### src/rtl/core/cht_pkg.sv
// Shared types, codes and constants of the chained hash table.
`default_nettype none

package cht_pkg;

    // Operation codes carried in the mode field.
    localparam logic [1:0] MODE_PUT    = 2'd0;
    localparam logic [1:0] MODE_GET    = 2'd1;
    localparam logic [1:0] MODE_REMOVE = 2'd2;
    localparam logic [1:0] MODE_CLEAR  = 2'd3;

    // Result status codes.
    localparam logic [2:0] STAT_OK        = 3'd0;
    localparam logic [2:0] STAT_FULL      = 3'd1;
    localparam logic [2:0] STAT_NOT_FOUND = 3'd2;
    localparam logic [2:0] STAT_NULL_KEY  = 3'd3;
    localparam logic [2:0] STAT_NO_MEM    = 3'd4;

    // Configuration register indexes.
    localparam logic REG_BUCKET_COUNT = 1'b0;
    localparam logic REG_MAX_ENTRIES  = 1'b1;

    // Hash multiplier and divisor width (holds any bucket count up to 65536).
    localparam logic [31:0] HASH_MULT = 32'd2654435761;
    localparam int DIV_W = 17;
    localparam logic [DIV_W-1:0] DEFAULT_BUCKETS = 17'd509;

    typedef struct packed {
        logic [1:0]  mode;
        logic [63:0] key;
        logic [63:0] value_in;
    } cht_in_t;

    typedef struct packed {
        logic [2:0]  status;
        logic [63:0] value_out;
        logic [8:0]  entry_count_out;
    } cht_out_t;

    typedef struct packed {
        logic             start;
        logic [31:0]      key_lo;
        logic [DIV_W-1:0] divisor;
    } cht_hash_req_t;

    typedef struct packed {
        logic             done;
        logic [DIV_W-1:0] bucket;
    } cht_hash_rsp_t;

    typedef enum logic [3:0] {
        FSM_INIT,
        FSM_IDLE,
        FSM_CLEAR,
        FSM_HASH_GO,
        FSM_HASH_WAIT,
        FSM_HEAD_RD,
        FSM_HEAD_WT,
        FSM_WALK_RD,
        FSM_WALK_CMP,
        FSM_ALLOC_RD,
        FSM_ALLOC_WR,
        FSM_RESP
    } cht_state_t;

endpackage

`default_nettype wire

### src/rtl/core/cht_hash_unit.sv
// Multiplicative hash followed by a bit-serial remainder by the bucket count.
`default_nettype none

module cht_hash_unit import cht_pkg::*; (
    input  wire logic          aclk,
    input  wire logic          aresetn,
    input  wire cht_hash_req_t hash_req,
    output cht_hash_rsp_t      hash_rsp
);

    logic [31:0]      prod_reg;
    logic [DIV_W-1:0] rem_reg;
    logic [DIV_W-1:0] div_reg;
    logic [4:0]       cnt_reg;
    logic             busy_reg;
    logic             done_reg;
    logic [DIV_W:0]   rem_shift;
    logic [DIV_W:0]   rem_sub;

    // One restoring remainder step: shift in the next hash bit, subtract if it fits.
    always_comb begin
        rem_shift = {rem_reg, prod_reg[31]};
        rem_sub   = rem_shift - {1'b0, div_reg};
    end

    always_ff @(posedge aclk) begin
        if (!aresetn) begin
            busy_reg <= 1'b0;
            done_reg <= 1'b0;
            cnt_reg  <= 5'd0;
        end else begin
            done_reg <= 1'b0;
            if (hash_req.start) begin
                // The product is truncated to its low 32 bits.
                prod_reg <= hash_req.key_lo * HASH_MULT;
                div_reg  <= hash_req.divisor;
                rem_reg  <= '0;
                cnt_reg  <= 5'd0;
                busy_reg <= 1'b1;
            end else if (busy_reg) begin
                prod_reg <= {prod_reg[30:0], 1'b0};
                if (rem_shift >= {1'b0, div_reg}) begin
                    rem_reg <= rem_sub[DIV_W-1:0];
                end else begin
                    rem_reg <= rem_shift[DIV_W-1:0];
                end
                cnt_reg <= cnt_reg + 5'd1;
                if (cnt_reg == 5'd31) begin
                    busy_reg <= 1'b0;
                    done_reg <= 1'b1;
                end
            end
        end
    end

    assign hash_rsp.done   = done_reg;
    assign hash_rsp.bucket = rem_reg;

endmodule

`default_nettype wire
### config.mk
export PLATFORM = sky130hd
export DESIGN_NAME = cht_hash_unit
export DESIGN_NICKNAME = d
export VERILOG_FILES = /design/src/rtl/core/cht_pkg.sv /design/src/rtl/core/cht_hash_unit.sv
export SDC_FILE = /design/constraint.sdc
export NUM_CORES = 1
export LEC_CHECK = 0
export BUFFER_PORTS_ARGS = -buffer_cell sky130_fd_sc_hd__buf_2
export CAP_MARGIN = 40
export CORE_ASPECT_RATIO = 1.25
export CORE_MARGIN = 2
export CORE_UTILIZATION = 50
export DETAILED_ROUTE_END_ITERATION = 7
export GPL_ROUTABILITY_DRIVEN = 0
export PLACE_DENSITY = 0.67
export SETUP_SLACK_MARGIN = 0.15
export SLEW_MARGIN = 20
export SYNTH_ARGS = -nofsm -noshare
export SYNTH_HDL_FRONTEND = slang
export SYNTH_SLANG_ARGS = --single-unit
### constraint.sdc
create_clock -name aclk -period 17.46 [get_ports aclk]
set_input_delay 3.492 -clock aclk [delete_from_list [all_inputs] [get_ports aclk]]
set_output_delay 3.492 -clock aclk [all_outputs]
set_load 0.005 [all_outputs]
Word level (Yosys, flattened, before mapping)
Cells that the tools add are included.
{"block": "word_totals", "register_bits": 73, "elab_cells": 26, "input_bits": 52, "out_inout_bits": 18}
{"block": "classes", "bitwise": 2, "n_mux": 8, "n_reduce_logical": 5, "mul": 1, "n_addsub": 2, "order_cmp": 1, "n_eq_ne": 1}
{"operator": "32-bit 2-to-1 mux", "n": 2}
{"operator": "17-bit 2-to-1 mux", "n": 2}
{"operator": "32-bit by 32-bit multiplier with 32-bit output, second input constant", "n": 1}
{"operator": "18-bit by 17-bit >= comparator with 1-bit output", "n": 1}
{"operator": "17-bit subtractor", "n": 1}
{"operator": "5-bit by 1-bit adder with 5-bit output, second input constant", "n": 1}
{"operator": "5-bit == test, second input constant", "n": 1}
{"operator": "1-bit 2-to-1 mux", "n": 4}
{"operator": "2-bit AND reduction", "n": 2}
{"operator": "3-bit OR reduction", "n": 1}
{"operator": "1-bit inverter", "n": 2}
{"operator": "2-bit nonzero test", "n": 1}
{"operator": "2-bit OR reduction", "n": 1}

Logic depth before layout (Yosys ltp)
{"block": "logic_depth", "word_depth": 4, "ltp_mapped": 26, "ltp_nobuf": 26}

Worst setup path before layout
Ideal clock, no wire load.
{"block": "synth_timing", "path_kind": "input port to flip-flop", "startpoint": "input port hash_req[21] in the netlist's numbering", "endpoint": "register prod_reg[27], data pin", "cell_stages": 26, "n_path_buf": 0, "slack_ps": 7388, "t_arrival_ps": 9817, "required_time_ps": 17205, "setup_ps": 255, "cell_sequence": "inv_1 -> fa_1 -> inv_1 -> fa_1 -> fa_1 -> inv_1 -> fa_1 -> inv_1 -> fa_1 -> inv_1 -> fa_1 -> inv_1 -> fa_1 -> inv_1 -> fa_1 -> inv_1 -> ha_1 -> and3_1 -> nand3_1 -> nor4_1 -> a311o_1 -> a31o_1 -> nand2_1 -> a21boi_1 -> or3_1 -> a31o_1"}
{"block": "synth_via", "elab_chain_len": 2}
{"item": "start, declared", "line_no": "cht_hash_unit.sv:7", "text": "input wire cht_hash_req_t hash_req,"}
{"item": "32-bit by 32-bit multiplier with 32-bit output", "line_no": "cht_hash_unit.sv:35", "text": "prod_reg <= hash_req.key_lo * HASH_MULT;"}
{"item": "32-bit 2-to-1 mux", "line_no": "cht_hash_unit.sv:33", "text": "if (hash_req.start) begin"}
{"item": "end signal, assigned", "line_no": "cht_hash_unit.sv:35"}
{"item": "end signal, assigned", "line_no": "cht_hash_unit.sv:41", "text": "prod_reg <= {prod_reg[30:0], 1'b0};"}
{"item": "end, declared", "line_no": "cht_hash_unit.sv:11", "text": "logic [31:0] prod_reg;"}
Every way passes these cells.
A chain may end at the register's enable or synchronous reset.

Final worst setup path
{"block": "layout_timing", "startpoint": "input port hash_req[21] in the netlist's numbering", "endpoint": "register prod_reg[30], data pin"}
Same word-level chain as after synthesis.

==> impl_metrics.toml <==
[setup_path]
critical_path.top_delay_family = "adder cells"
cp-start-kind = "input pin"
slowest_delay_ns = 0.55
ff2ff_setup_slack_ns = 14.50
crit_end = "prod_reg[30]"
r2r_start = "rem_reg[10]"
worstRegToRegCells = 10
r2r-end = "rem_reg[5]"
worstPathRequired_ns = 17.55
end_kind = "register"
critPathKind = "input pin to register"
crit_cells = 26
cpMaxStageDelayCell = "fa_1"
critPathBufInv = 9
cp.arrival_ns = 10.42
crit_path_start = "hash_req[21]"
crit_fanout = 9

[outcome]
status = "finished, final reports clean"

[global_routing]
grt_usage_pct = 22.8
overflow = 0
grt_pass1_vias = 9170
antenna_found_initial = 0
grt_max_degree = 51
grt_pass1_wl_mm = 46.7

[synth]
yosys.area_share.simple_pct = 4.66
synth_cell_types = 56
synth-edff-count = 66
synthAdderAreaFrac_pct = 52.7
async_flop_share_pct = 0
syn-mean-instance-area_um2 = 10.4
yosysSeqAreaShare_pct = 16.7
muxShareOfSynthArea_pct = 2.67
synth_top_family_by_area = "adder cells"
syn-instance-count = 1223
synthFlopType = "edfxtp_1"
netlist_area_um2 = 12700
ys.warnings.count = 0
ys_ff_latch = 73
synth_compound_area_share_pct = 6.64
syn_nets = 1686
synthXorXnorAreaFrac_pct = 4.56

[floorplan]
die_y_um = 182
rows = 65
io_pins = 70
dieArea_um2 = 26600
die_w_um = 146
initial_utilization_pct = 50.6
core_area_um2 = 25000

[detailed_routing]
ant_nets = 0
first_iter_violations = 352
drc = 0
wl_mm = 28.0
viasPerCell = 5.02
via_count = 8226
wl_per_cell_um = 17.1
drt_first_pass_iters = 4

[cts]
cts_tree = "done"
clkTransAtPathRegs_ns = 0.05
holdBufCountCts = 0
numCtsBuffers = 9
root_buffer = "clkbuf_16"
cts_post_setup_buffers_inserted = 0
htreeDepth = 3
ctsLongestPathBuffers = 2
ctsResizeCount = 0
clk_latency_ns = 0.35
clock_sinks = 73

[sta]
setup_viol = 0
tightest_slew_ns = 0.673
fmaxAchievable_ghz = 0.0968
timing.final.crit_share_pct = 59.2
slew_headroom_pct = 55.1
hold_viol_final = 0
tns_ns = 0
period_needed_ns = 10.33
rsz0062_at_grt = "no"
maxSlewViolCount = 0
skew_ns = 0.0110
worst_hold_slack_ns = 0.505

[layout]
final_nets = 1761
largest_register_ffs = 32
most-common-layout-cells = "394 x inv_1, 206 x ha_1, 205 x fa_1"
drive_gt1_share_pct = 9.75
mostFrequentLayoutCell = "inv_1"
antennaDiodeCount = 0
area_growth_pct = 8.29

[placement]
dpl.hpwl_mm = 24.3
port_buffers = 69

[job]
max_cap_violations = 0

[worst_hold_path]
hold_class = "register to register"
-- kinds of logic after synthesis --
family | count (synthesis)
AND/OR/NAND/NOR | 122
XOR/XNOR | 66
flip-flops | 73
buffers and inverters | 403
AO/OA/AOI/OAI | 117
adder cells (fa/ha/maj) | 411
multiplexers | 31
-- worst reg2reg max path, cell delays in order (launching register included) --
cell,delay (ns)
edfxtp_1,0.44
ha_1,0.39
a21o_1,0.21
a21o_1,0.22
a21oi_1,0.16
nor2_1,0.06
o21a_1,0.20
o31ai_4,0.44
nand2_4,0.28
mux2i_1,0.23
nor2_1,0.05
-- per-stage QoR --
stage / instances / utilization (%) / area [µm²] / worst slack (ns)
global placement: 1621 / 53.6 / 13400 / 6.83
CTS: 1637 / 54.7 / 13700 / 7.14
finish: 1638 / 54.8 / 13700 / 7.13
detailed placement: 1621 / 53.6 / 13400 / 6.78
floorplan: 1223 / - / 12700 / 7.39
global route: 1638 / 54.8 / 13700 / 6.86
-- cell type report --
cell class                 instances  area [µm²]
inverter                         394        1480
clock inverter                     3        21.3
tap                              335         419
multi-input combinational        747        9030
clock buffer                      13         272
timing repair buffer              73         383
fill                            2263       11300
sequential                        73        2120
-- how the worst min path moves through the flow --
| stage | start | endpoint | cells after the start |
|---|---|---|---|
| after CTS | cnt_reg[4] | cnt_reg[4] | 2 |
| after detailed placement | cnt_reg[4] | cnt_reg[4] | 2 |
| after global placement | cnt_reg[4] | cnt_reg[4] | 2 |
| final | cnt_reg[4] | cnt_reg[4] | 2 |
| after global routing | cnt_reg[4] | cnt_reg[4] | 2 |
| after floorplan | cnt_reg[4] | cnt_reg[4] | 2 |
-- metal layers --
layer	part of all wire, %	vias up	global-route usage (%)
met5	0	-	0
met2	51	164	40.9
met4	6.0	0	12.4
li1	-	3958	-
met3	3.0	82	3.07
met1	40	4022	26.3
-- Yosys cell counts (3+ instances only) --
| library cell | number | area (µm²) |
|---|---|---|
| a21o_1 | 15 | 113 |
| fa_1 | 205 | 4100 |
| dfxtp_1 | 7 | 140 |
| o21a_1 | 7 | 52.6 |
| a211oi_1 | 5 | 37.5 |
| mux2i_1 | 9 | 90.1 |
| mux2_2 | 22 | 248 |
| nand3_1 | 18 | 90.1 |
| nor2_1 | 39 | 146 |
| xnor2_1 | 55 | 482 |
| o31ai_1 | 4 | 30.0 |
| or3_1 | 4 | 25.0 |
| o211ai_1 | 3 | 22.5 |
| clkbuf_1 | 4 | 15.0 |
| nand2_1 | 23 | 86.3 |
| xor2_1 | 11 | 96.3 |
| ha_1 | 206 | 2580 |
| nor3_1 | 8 | 40.0 |
| a21oi_1 | 29 | 145 |
| and3_1 | 5 | 31.3 |
| nand4_1 | 3 | 18.8 |
| nor4_1 | 4 | 25.0 |
| buf_1 | 3 | 11.3 |
| a211oi_2 | 4 | 50.1 |
| edfxtp_1 | 66 | 1980 |
| inv_1 | 394 | 1480 |
| o21ai_0 | 16 | 80.1 |
| or2_2 | 3 | 18.8 |
| o21bai_1 | 7 | 52.6 |
| a21boi_1 | 4 | 30.0 |
| nor2b_1 | 5 | 31.3 |
Power is left out: the tool's default activity adds up to more than one toggle a clock period on the data nets, which glitch-free logic cannot reach.
